[src/rtl/core/lhbp_pkg.sv]
// ----------------------------------------------------------------------------
// lhbp_pkg
// Shared constants and types of the local history branch predictor.
// ----------------------------------------------------------------------------
package lhbp_pkg;

   // Field widths
   localparam int IDX_W       = 16;  // instruction index
   localparam int CFG_W       = 3;   // entries_log2 register
   localparam int ENTRY_OUT_W = 4;   // entry_index result field
   localparam int MISS_W      = 16;  // miss counter
   localparam int CTR_W       = 2;   // pattern counter

   localparam int REQ_TDATA_W = 24;
   localparam int RSP_TDATA_W = 24;

   // Entry selection: entries_log2 above this limit is clamped
   localparam logic [CFG_W-1:0] LOG2_LIMIT  = 3'd4;
   localparam int               ENTRY_SPAN  = 1 << ENTRY_OUT_W;
   localparam logic [CFG_W-1:0] CFG_RESET   = 3'd1;

   // Counter thresholds
   localparam logic [CTR_W-1:0] CTR_MAX         = 2'd3;
   localparam logic [CTR_W-1:0] CTR_MIN         = 2'd0;
   localparam logic [CTR_W-1:0] TAKEN_THRESHOLD = 2'd2;

   // Default geometry
   localparam int DEF_MAX_ENTRIES    = 16;
   localparam int DEF_HISTORY_LENGTH = 3;

   // Controller to datapath commands
   typedef struct packed {
      logic load;    // input transfer: latch item, start row read
      logic commit;  // row data valid: update row, load result register
   } lhbp_cmd_type;

endpackage

[src/rtl/core/lhbp_ram.sv]
// ----------------------------------------------------------------------------
// lhbp_ram
// Generic single-write, single-read RAM with registered read data.
// ----------------------------------------------------------------------------
module lhbp_ram #(
   parameter int WIDTH = 8,
   parameter int DEPTH = 16
) (
   input  logic                                   clock,
   input  logic                                   wr_en,
   input  logic [(DEPTH > 1 ? $clog2(DEPTH) : 1)-1:0] wr_addr,
   input  logic [WIDTH-1:0]                       wr_data,
   input  logic                                   rd_en,
   input  logic [(DEPTH > 1 ? $clog2(DEPTH) : 1)-1:0] rd_addr,
   output logic [WIDTH-1:0]                       rd_data
);

   logic [WIDTH-1:0] mem_ff [DEPTH];
   logic [WIDTH-1:0] rd_data_ff;

   always_ff @(posedge clock) begin
      if (wr_en) begin
         mem_ff[wr_addr] <= wr_data;
      end
      if (rd_en) begin
         rd_data_ff <= mem_ff[rd_addr];
      end
   end

   assign rd_data = rd_data_ff;

endmodule

[src/rtl/core/lhbp_ctrl.sv]
// ----------------------------------------------------------------------------
// lhbp_ctrl
// Sequencer: accepts an item, waits for its row read, commits the update
// when the result register is free.
// ----------------------------------------------------------------------------
module lhbp_ctrl
   import lhbp_pkg::*;
(
   input  logic         clock,
   input  logic         reset,
   input  logic         req_tvalid,
   output logic         req_tready,
   output logic         rsp_tvalid,
   input  logic         rsp_tready,
   output lhbp_cmd_type cmd
);

   localparam logic ST_IDLE = 1'b0;
   localparam logic ST_CALC = 1'b1;

   logic state_ff, state_in;
   logic rsp_valid_ff, rsp_valid_in;
   logic out_free;

   assign out_free   = !rsp_valid_ff || rsp_tready;
   assign req_tready = (state_ff == ST_IDLE);
   assign rsp_tvalid = rsp_valid_ff;

   always_comb begin
      state_in     = state_ff;
      rsp_valid_in = rsp_valid_ff;
      cmd          = '0;
      if (rsp_valid_ff && rsp_tready) begin
         rsp_valid_in = 1'b0;
      end
      unique case (state_ff)
         ST_IDLE: begin
            if (req_tvalid) begin
               cmd.load = 1'b1;
               state_in = ST_CALC;
            end
         end
         ST_CALC: begin
            // hold until the previous result has been taken
            if (out_free) begin
               cmd.commit   = 1'b1;
               rsp_valid_in = 1'b1;
               state_in     = ST_IDLE;
            end
         end
         default: begin
            state_in = ST_IDLE;
         end
      endcase
   end

   always_ff @(posedge clock) begin
      if (reset) begin
         state_ff     <= ST_IDLE;
         rsp_valid_ff <= 1'b0;
      end else begin
         state_ff     <= state_in;
         rsp_valid_ff <= rsp_valid_in;
      end
   end

endmodule

[src/rtl/core/lhbp_dpath.sv]
// ----------------------------------------------------------------------------
// lhbp_dpath
// Entry selection, predictor row storage and read-modify-write update.
// One row per entry holds miss count, pattern counters and local history.
// ----------------------------------------------------------------------------
module lhbp_dpath
   import lhbp_pkg::*;
#(
   parameter int MAX_ENTRIES    = DEF_MAX_ENTRIES,
   parameter int HISTORY_LENGTH = DEF_HISTORY_LENGTH
) (
   input  logic                   clock,
   input  logic                   reset,
   input  lhbp_cmd_type           cmd,
   input  logic [IDX_W-1:0]       instr_index,
   input  logic                   taken,
   input  logic [CFG_W-1:0]       cfg_data,
   input  logic                   cfg_write,
   output logic [ENTRY_OUT_W-1:0] entry_index,
   output logic                   predicted_taken,
   output logic                   mispredicted,
   output logic [MISS_W-1:0]      miss_count
);

   localparam int EIDX_W = (MAX_ENTRIES > 1) ? $clog2(MAX_ENTRIES) : 1;
   localparam int NCTR   = 1 << HISTORY_LENGTH;
   localparam int CROW_W = CTR_W * NCTR;
   localparam int ROW_W  = MISS_W + CROW_W + HISTORY_LENGTH;

   // wrap of a selected entry number into the storage range
   function automatic logic [ENTRY_SPAN*EIDX_W-1:0] build_wrap();
      logic [ENTRY_SPAN*EIDX_W-1:0] r;
      r = '0;
      for (int i = 0; i < ENTRY_SPAN; i++) begin
         r[i*EIDX_W +: EIDX_W] = EIDX_W'(i % MAX_ENTRIES);
      end
      return r;
   endfunction

   localparam logic [ENTRY_SPAN*EIDX_W-1:0] ENTRY_WRAP = build_wrap();

   logic [CFG_W-1:0]       log2_ff;
   logic [MAX_ENTRIES-1:0] valid_ff;
   logic [EIDX_W-1:0]      entry_ff;
   logic                   taken_ff;
   logic                   hit_ff;

   logic [ENTRY_OUT_W-1:0] ent_out_ff;
   logic                   pred_ff;
   logic                   miss_ff;
   logic [MISS_W-1:0]      miss_cnt_ff;

   logic [CFG_W-1:0]          log2_lim;
   logic [ENTRY_OUT_W-1:0]    sel_mask;
   logic [ENTRY_OUT_W-1:0]    sel_raw;
   logic [EIDX_W-1:0]         entry_sel;

   logic [ROW_W-1:0]          rd_row;
   logic [ROW_W-1:0]          row;
   logic [ROW_W-1:0]          row_in;
   logic [HISTORY_LENGTH-1:0] hist;
   logic [HISTORY_LENGTH-1:0] hist_in;
   logic [CROW_W-1:0]         ctrs;
   logic [CROW_W-1:0]         ctrs_in;
   logic [MISS_W-1:0]         miss_old;
   logic [MISS_W-1:0]         miss_in;
   logic [CTR_W-1:0]          ctr;
   logic [CTR_W-1:0]          ctr_in;
   logic                      pred;
   logic                      miss;

   // entry selection from the incoming index
   always_comb begin
      log2_lim  = (log2_ff > LOG2_LIMIT) ? LOG2_LIMIT : log2_ff;
      sel_mask  = ENTRY_OUT_W'(({{ENTRY_OUT_W{1'b0}}, 1'b1} << log2_lim) - 1'b1);
      sel_raw   = instr_index[ENTRY_OUT_W-1:0] & sel_mask;
      entry_sel = ENTRY_WRAP[sel_raw*EIDX_W +: EIDX_W];
   end

   lhbp_ram #(
      .WIDTH (ROW_W),
      .DEPTH (MAX_ENTRIES)
   ) u_row_ram (
      .clock   (clock),
      .wr_en   (cmd.commit),
      .wr_addr (entry_ff),
      .wr_data (row_in),
      .rd_en   (cmd.load),
      .rd_addr (entry_sel),
      .rd_data (rd_row)
   );

   // row update
   always_comb begin
      row      = hit_ff ? rd_row : '0;
      hist     = row[HISTORY_LENGTH-1:0];
      ctrs     = row[HISTORY_LENGTH +: CROW_W];
      miss_old = row[HISTORY_LENGTH + CROW_W +: MISS_W];
      ctr      = ctrs[hist*CTR_W +: CTR_W];
      pred     = (ctr >= TAKEN_THRESHOLD);
      miss     = (pred != taken_ff);
      miss_in  = (miss && (miss_old != {MISS_W{1'b1}})) ? miss_old + 1'b1 : miss_old;
      if (taken_ff) begin
         ctr_in = (ctr != CTR_MAX) ? ctr + 1'b1 : ctr;
      end else begin
         ctr_in = (ctr != CTR_MIN) ? ctr - 1'b1 : ctr;
      end
      ctrs_in = ctrs;
      ctrs_in[hist*CTR_W +: CTR_W] = ctr_in;
      hist_in = HISTORY_LENGTH'({hist, taken_ff});
      row_in  = {miss_in, ctrs_in, hist_in};
   end

   always_ff @(posedge clock) begin
      if (reset) begin
         log2_ff  <= CFG_RESET;
         valid_ff <= '0;
      end else begin
         if (cfg_write) begin
            log2_ff <= cfg_data;
         end
         if (cmd.commit) begin
            valid_ff[entry_ff] <= 1'b1;
         end
      end
   end

   always_ff @(posedge clock) begin
      if (cmd.load) begin
         entry_ff <= entry_sel;
         taken_ff <= taken;
         hit_ff   <= valid_ff[entry_sel];
      end
      if (cmd.commit) begin
         ent_out_ff  <= ENTRY_OUT_W'(entry_ff);
         pred_ff     <= pred;
         miss_ff     <= miss;
         miss_cnt_ff <= miss_in;
      end
   end

   assign entry_index     = ent_out_ff;
   assign predicted_taken = pred_ff;
   assign mispredicted    = miss_ff;
   assign miss_count      = miss_cnt_ff;

endmodule

[src/rtl/core/local_history_branch_predictor.sv]
// ----------------------------------------------------------------------------
// local_history_branch_predictor
// Two-level local predictor: per-entry history selects a 2-bit counter.
// ----------------------------------------------------------------------------
// Usage:
//   req channel: one resolved instruction per transfer (index and outcome).
//   rsp channel: one result per input: entry, prediction made before the
//     update, misprediction flag and the entry's saturating miss count.
//   csr channel: writes entries_log2 (number of entries in use is
//     2^entries_log2, clamped at 16); write only while the block is idle.
// Timing: the entry row is read at the accepting edge and the result is
//   registered when the update commits, which raises rsp_tvalid; the
//   block takes no new item until the current one has committed, as the
//   row RAM read-modify-write requires.
// Stall: while a result waits on rsp_tready the next item is still taken
//   and read; its commit holds until the result register is free.
// Reset: all histories, counters and miss counts read as zero through
//   per-entry valid bits, cleared at once; entries_log2 returns to 1.
// ----------------------------------------------------------------------------
module local_history_branch_predictor
   import lhbp_pkg::*;
#(
   parameter int MAX_ENTRIES    = DEF_MAX_ENTRIES,
   parameter int HISTORY_LENGTH = DEF_HISTORY_LENGTH
) (
   input  logic                   clock,
   input  logic                   reset,
   // req_tdata: [15:0] instr_index, [16] taken, [23:17] zero
   input  logic                   req_tvalid,
   output logic                   req_tready,
   input  logic [REQ_TDATA_W-1:0] req_tdata,
   // rsp_tdata: [3:0] entry_index, [4] predicted_taken, [5] mispredicted,
   //            [21:6] miss_count, [23:22] zero
   output logic                   rsp_tvalid,
   input  logic                   rsp_tready,
   output logic [RSP_TDATA_W-1:0] rsp_tdata,
   input  logic                   csr_valid,
   output logic                   csr_ready,
   input  logic [CFG_W-1:0]       csr_wdata
);

   lhbp_cmd_type           cmd;
   logic [ENTRY_OUT_W-1:0] entry_index;
   logic                   predicted_taken;
   logic                   mispredicted;
   logic [MISS_W-1:0]      miss_count;

   assign csr_ready = 1'b1;

   lhbp_ctrl u_ctrl (
      .clock      (clock),
      .reset      (reset),
      .req_tvalid (req_tvalid),
      .req_tready (req_tready),
      .rsp_tvalid (rsp_tvalid),
      .rsp_tready (rsp_tready),
      .cmd        (cmd)
   );

   lhbp_dpath #(
      .MAX_ENTRIES    (MAX_ENTRIES),
      .HISTORY_LENGTH (HISTORY_LENGTH)
   ) u_dpath (
      .clock           (clock),
      .reset           (reset),
      .cmd             (cmd),
      .instr_index     (req_tdata[IDX_W-1:0]),
      .taken           (req_tdata[IDX_W]),
      .cfg_data        (csr_wdata),
      .cfg_write       (csr_valid & csr_ready),
      .entry_index     (entry_index),
      .predicted_taken (predicted_taken),
      .mispredicted    (mispredicted),
      .miss_count      (miss_count)
   );

   assign rsp_tdata = {
      {(RSP_TDATA_W - ENTRY_OUT_W - 2 - MISS_W){1'b0}},
      miss_count, mispredicted, predicted_taken, entry_index
   };

endmodule
[config.mk]
export PLATFORM = sky130hd
export DESIGN_NAME = local_history_branch_predictor
export DESIGN_NICKNAME = d
export VERILOG_FILES = /design/src/rtl/core/lhbp_pkg.sv /design/src/rtl/core/lhbp_ram.sv /design/src/rtl/core/lhbp_ctrl.sv /design/src/rtl/core/lhbp_dpath.sv /design/src/rtl/core/local_history_branch_predictor.sv
export SDC_FILE = /design/constraint.sdc
export NUM_CORES = 1
export LEC_CHECK = 0
export ABC_AREA = 1
export BUFFER_PORTS_ARGS = -buffer_cell sky130_fd_sc_hd__buf_2
export CAP_MARGIN = 20
export CORE_UTILIZATION = 56
export DETAILED_ROUTE_END_ITERATION = 16
export MAX_ROUTING_LAYER = met4
export PLACE_DENSITY = 0.76
export SETUP_SLACK_MARGIN = 0.2
export SLEW_MARGIN = 30
export SYNTH_ARGS = -nofsm -noshare
export SYNTH_HDL_FRONTEND = slang
export SYNTH_SLANG_ARGS = --single-unit
[constraint.sdc]
create_clock -name clock -period 3.6 [get_ports clock]
set_clock_uncertainty 0.1 [all_clocks]
set_input_delay 0.54 -clock clock [delete_from_list [all_inputs] [get_ports clock]]
set_output_delay 0.54 -clock clock [all_outputs]
set_load 0.1 [all_outputs]
Word level (Yosys, flattened, before mapping). Memories as Yosys holds them, arrays and structs flattened. A register that Yosys moved wholly into a read port is not among the register bits. Index checks and enable logic that the tools add are counted.

Register bits after elaboration: 49. RAM bits: 560. Bits of input ports: 32. Logic and storage cells: 61. Memories: 1.

$add $sub $neg: 5. Magnitude comparators: 5. Eq/ne operators: 3. Shift-type cells: 5. Mux-type cells: 22. Bitwise operators: 3. Reduce and logical (&&, ||, !) cells: 6.

Memory list: u_dpath.u_row_ram.mem_ff (depth 16, bits a word 35, rd ports 1, clocked after memory_dff 1, write ports 1, line lhbp_ram.sv:18) `logic [WIDTH-1:0] mem_ff [DEPTH];`.

Operators with widths (number): variable part select 64 x 7 -> 4 bit, first input constant (1); 2-to-1 mux 35 bit (1); negation 4 -> 34 bit (1); variable shift 2 x 34 -> 16 bit, first input constant (1); variable part select 2 x 34 -> 16 bit (1); adder 16 x 1 -> 16 bit, second input constant (1); bitwise mux 16 bit (1); 2-to-1 mux 16 bit (1); inequality test 16 bit, second input constant (1); bitwise OR 16 bit (1); variable part select 16 x 5 -> 2 bit (1); 2-to-1 mux 1 bit (12); less-than comparator 4 x 5 -> 1 bit, second input constant (2); 2-to-1 mux 2 bit (3); AND 4 bit (1); binary-select mux 1 bit (select 4 bit) (1); demux 1 bit (select 4 bit) (1); greater-or-equal comparator 4 x 1 -> 1 bit, second input constant (1); << shifter 1 x 3 -> 4 bit, first input constant (1); subtractor 4 x 1 -> 4 bit, second input constant (1); greater-than comparator 3 bit, second input constant (1); logical AND 1 bit (3); 2-to-1 mux 3 bit (1); adder 2 x 1 -> 2 bit, second input constant (1); 9 further kinds (9).

Depth between registers and ports, before layout.
Depth in word-level cells: 8. Mapped depth: 15. Depth with buffers taken out: 12.

Hierarchy. Synthesis repeated with hierarchy kept, for this count alone.

Cell total of the unflattened synthesis: 2754. Area, all modules: 28155.8 um^2.

By module, submodules not included: lhbp_ram (times used 1, cells an instance 2315, area an instance 24956.4 um^2, seq. area each 17867.1 um^2); lhbp_dpath (times used 1, cells an instance 421, area an instance 3070.4 um^2, seq. area each 1221.2 um^2); lhbp_ctrl (times used 1, cells an instance 11, area an instance 83.8 um^2, seq. area each 40.0 um^2); local_history_branch_predictor (times used 1, cells an instance 7, area an instance 45.0 um^2, seq. area each 0.0 um^2).

Worst setup path after synthesis. No wires, ideal clock.

Path kind: register to register. From: register u_ctrl.rsp_valid_ff, in the netlist u_ctrl.rsp_tvalid. To: memory u_dpath.u_row_ram.mem_ff[0][0] (netlist name) (enable). Arrival time: 3253 ps. Required time: 3071 ps. Setup slack: -182 ps. Cell stages (with the launch flop): 6. Buffers on the path: 0. Period minus slack after synthesis: 3782 ps. Cells stage by stage: dfxtp_1 > nand2_1 > nand2_1 > inv_1 > nand3_1 > nor2_1.

Longest elaborated chain between the ends: 6.

RTL lines: from (decl) (line lhbp_ctrl.sv:22) `logic rsp_valid_ff, rsp_valid_in;`; from (signal assigned) (line lhbp_ctrl.sv:63) `rsp_valid_ff <= rsp_valid_in;`; zero test 1 bit (line lhbp_ctrl.sv:25) `assign out_free = !rsp_valid_ff || rsp_tready;`; logical OR 1 bit (line lhbp_ctrl.sv:25); 2-to-1 mux 1 bit (line lhbp_ctrl.sv:45) `if (out_free) begin`; 2-to-1 mux 1 bit (line lhbp_ctrl.sv:36) `unique case (state_ff)`; via u_dpath.u_row_ram.wr_en (line lhbp_ram.sv:10) `input logic wr_en,`; 2-to-1 mux 1 bit (line lhbp_ram.sv:22) `if (wr_en) begin`; 2-to-1 mux 1 bit (not written as such) (line lhbp_ram.sv:23) `mem_ff[wr_addr] <= wr_data;`; to (decl) (line lhbp_ram.sv:18).

The timed path passes the listed nets, and every way through them passes these cells.

Worst setup path after layout.
From: register u_dpath.hit_ff. To: memory u_dpath.u_row_ram.mem_ff[11][12] (netlist name) (data pin).

Longest elaborated chain between the ends: 7. Elaborated cells on any way between the ends: 13.

RTL lines: from (decl) (line lhbp_dpath.sv:46) `logic hit_ff;`; from (signal assigned) (line lhbp_dpath.sv:132) `hit_ff <= valid_ff[entry_sel];`; 2-to-1 mux 35 bit (*) (line lhbp_dpath.sv:95) `row = hit_ff ? rd_row : '0;`; via u_dpath.row[1] (line lhbp_dpath.sv:59) `logic [ROW_W-1:0] row;`; variable part select 16 x 5 -> 2 bit (line lhbp_dpath.sv:99) `ctr = ctrs[hist*CTR_W +: CTR_W];`; subtractor 2 x 1 -> 2 bit (tied with other cells) (line lhbp_dpath.sv:106) `ctr_in = (ctr != CTR_MIN) ? ctr - 1'b1 : ctr;`; 2-to-1 mux 2 bit, on equally long branches (line lhbp_dpath.sv:106, lhbp_dpath.sv:104); 2-to-1 mux 2 bit (line lhbp_dpath.sv:103) `if (taken_ff) begin`; variable part select 2 x 34 -> 16 bit (line lhbp_dpath.sv:109) `ctrs_in[hist*CTR_W +: CTR_W] = ctr_in;`; bitwise mux 16 bit (*) (line lhbp_dpath.sv:109); via u_dpath.ctrs_in[9] (line lhbp_dpath.sv:64) `logic [CROW_W-1:0] ctrs_in;`.

Mark *: on every way through the listed nets, which the timed path passes. The rest lies on a longest branch.

==> impl_metrics.ini <==
[logic_synthesis]
synth_area_mm2 = 0.0260
ys_seq_area_frac = 0.735
syn_inst = 2015
synthFlopType = edfxtp_1
synthDistinctLibCells = 41
synth_top_area_cell = edfxtp_1
synth_edf_count = 623
avgSynthCellArea_um2 = 12.9
synth_top_area_share = 0.719
async_reset_ff_frac = 0
yosysWarnings = 0
ys_ff_latch = 644
synth_area_leaders = edfxtp_1, nor2_1, o21ai_0

[floorplanning]
pin_count = 59
die_y_um = 218
die_x_um = 218
initial_utilization = 0.571
dieArea_mm2 = 0.0474
rows = 78
core_area_mm2 = 0.0456

[worst_setup_path]
critPathTopFamily = compound AO/OA/AOI/OAI gates
reg2reg_to = u_dpath.u_row_ram.mem_ff[11][12]
r2r_slack_ns = 0.56
critPathSlowestCell = o21ai_1
cp.depth = 9
critPathArrivalTime_ns = 3.23
crit_end = u_dpath.u_row_ram.mem_ff[11][12]
worstSetupPathType = reg2reg
cp_num_buf_inv = 4
cp-start-kind = flip-flop
crit_chain = buf_12 -> nand2_2 -> inv_2 -> ha_1 -> inv_1 -> nand3_1 -> nor3_1 -> buf_4 -> o21ai_1
critPathMaxFanout = 49
critPathMaxStageDelay_ns = 0.70
cp_data_required_time_ns = 3.79
r2r_start = u_dpath.hit_ff
reg2reg_depth = 9
startpoint = u_dpath.hit_ff
crit_path_end_kind = flip-flop

[timing]
timing.hold.ws_ns = 0.0276
final_hold_viol_count = 0
tightest_slew_ns = 1.09
rsz0062_at_grt = no
relSlewSlack = 0.272
setup_violations = 0
fmax_mhz = 329
layout_min_cycle_time_ns = 3.04
drv_slew = 0
setup_slack_ns = 0.562
period_share = 0.844

[grt]
grt_max_degree = 208
first_global_vias = 16500
antenna_found_initial = 0
grt_overflow = 0
grt_first_pass_wirelength_mm = 95.9
track_usage = 0.279

[clock_network]
cts_sinks = 644
cts_buffer_depth = 3
cts_setup_buffers = 0
cts-root-buf = clkbuf_16
cts_buffers = 60
clk_latency_ns = 0.62
postCtsHoldBufs = 0
htreeDepth = 2
cts_tree = yes
clk_pin_slew_ns = 0.07
cts_resized = 0

[place]
gp_congestion = 0.892
dpl_worst_slack_ns = 0.662
dpl_cell_area_mm2 = 0.0271
dp_hpwl_mm = 33.3
portBuffers = 36

[layout]
syn_to_final_growth_pct = 11.3
fin_area_mm2 = 0.0290
final_common_cell = edfxtp_1
drive_gt1_frac = 0.122
nFillCells = 3188
final-seq-area_mm2 = 0.0191
multi_input_area_mm2 = 0.00618
final_util = 0.636
nNetsFinal = 2073
final_cell_mix = edfxtp_1, nor2_1, o21ai_0
antennaDiodeCount = 0

[power]
peakVddDrop_mv = 0.457
leakagePower_nw = 9.70
power_density_mw_per_mm2 = 574

[drt]
vias = 16800
ant_nets = 0
drt_pass1_iterations = 5
vias_per_cell = 6.24
drt_iter0_drc = 1958
route.detailed.drc = 0
totalWireLength_mm = 63.6
wl_per_cell_um = 23.7

[worst_hold_path]
hold_class = in2reg

[run_status]
status = completed

[flow_run]
maxCapViolations = 0
-- cell usage after synthesis (13+ instances only) --
cell type and number:
nand2_1 99, buf_4 13, edfxtp_1 623, o221ai_1 66
o21ai_0 282, nand2_2 13, dfxtp_1 21, inv_1 47
nor2_1 400, o21ai_2 13, buf_2 33, clkbuf_1 78
o22ai_1 14, nand3_1 123, a21oi_1 13, o211ai_1 65
o21ai_1 38
-- cell families (layout without fill, tap and decap cells) --
logic type / after synthesis / in the layout / synth area share
adder cells (fa/ha/maj): 6 / 6 / 0.00288
XOR/XNOR: 13 / 13 / 0.00509
flip-flops: 644 / 644 / 0.735
AO/OA/AOI/OAI: 492 / 492 / 0.113
other: 2 / 3 / 0.000288
buffers and inverters: 190 / 261 / 0.0337
AND/OR/NAND/NOR: 668 / 668 / 0.110
-- layer usage --
layer	GRT usage	up-vias	part of all wire
li1	-	7467	-
met1	0.354	8353	0.39
met2	0.449	791	0.49
met3	0.0421	163	0.084
met4	0.120	0	0.038
met5	-	-	0
-- report_power, final --
group | total (mW) | switching (mW) | leakage (nW) | internal (mW)
logic | 1.76 | 1.37 | 2.86 | 0.388
registers | 8.71 | 0.0765 | 5.90 | 8.63
clock network | 6.17 | 2.66 | 0.940 | 3.52
total | 16.6 | 4.10 | 9.70 | 12.5
-- through the flow --
stage / power, mW / setup TNS [ns] / cells
global route: 17.1 / 0 / 2687
floorplan: 10.1 / -76.47 / 2016
finish: 16.6 / 0 / 2687
detailed placement: 10.6 / 0 / 2573
CTS: 16.7 / 0 / 2687
global placement: 10.5 / 0 / 2573
-- worst reg2reg max path: stages (launching register included) --
cell and delay (ns):
edfxtp_1 0.41, buf_12 0.21, nand2_2 0.22, inv_2 0.08, ha_1 0.45, inv_1 0.18, nand3_1 0.12, nor3_1 0.07
buf_4 0.15, o21ai_1 0.70
-- state kept, by name, indices dropped and copies added (netlist names) --
| signal | cells |
|---|---|
| u_ctrl.state_ff | 1 |
| u_dpath.u_row_ram.mem_ff | 560 |
| u_dpath.entry_ff | 4 |
| u_dpath.predicted_taken | 1 |
| u_dpath.log2_ff | 3 |
| u_dpath.hit_ff | 1 |
| u_dpath.u_row_ram.rd_data | 35 |
| u_dpath.valid_ff | 16 |
| u_dpath.miss_count | 16 |
| u_dpath.taken_ff | 1 |
| u_dpath.mispredicted | 1 |
| u_ctrl.rsp_tvalid | 1 |
| u_dpath.entry_index | 4 |
-- worst min-delay path by stage --
| stage | from | endpoint | depth (start not counted) |
|---|---|---|---|
| after global placement | u_dpath.valid_ff[1] | u_dpath.valid_ff[1] | 2 |
| final | req_tdata[16] | u_dpath.taken_ff | 1 |
| after CTS | req_tdata[16] | u_dpath.taken_ff | 1 |
| after global routing | req_tdata[16] | u_dpath.taken_ff | 1 |
| after detailed placement | u_dpath.valid_ff[15] | u_dpath.valid_ff[15] | 2 |
| after floorplan | u_dpath.valid_ff[1] | u_dpath.valid_ff[1] | 2 |
-- area by class of cell --
type,instances,share of cell area
Clock buffer,81,0.0560
Clock inverter,33,0.0102
Inverter,60,0.00821
Multi-Input combinational cell,1182,0.213
Sequential cell,644,0.660
Tap cell,600,0.0259
Timing Repair Buffer,87,0.0263
Note: power is estimated with default switching activity, not from simulation.
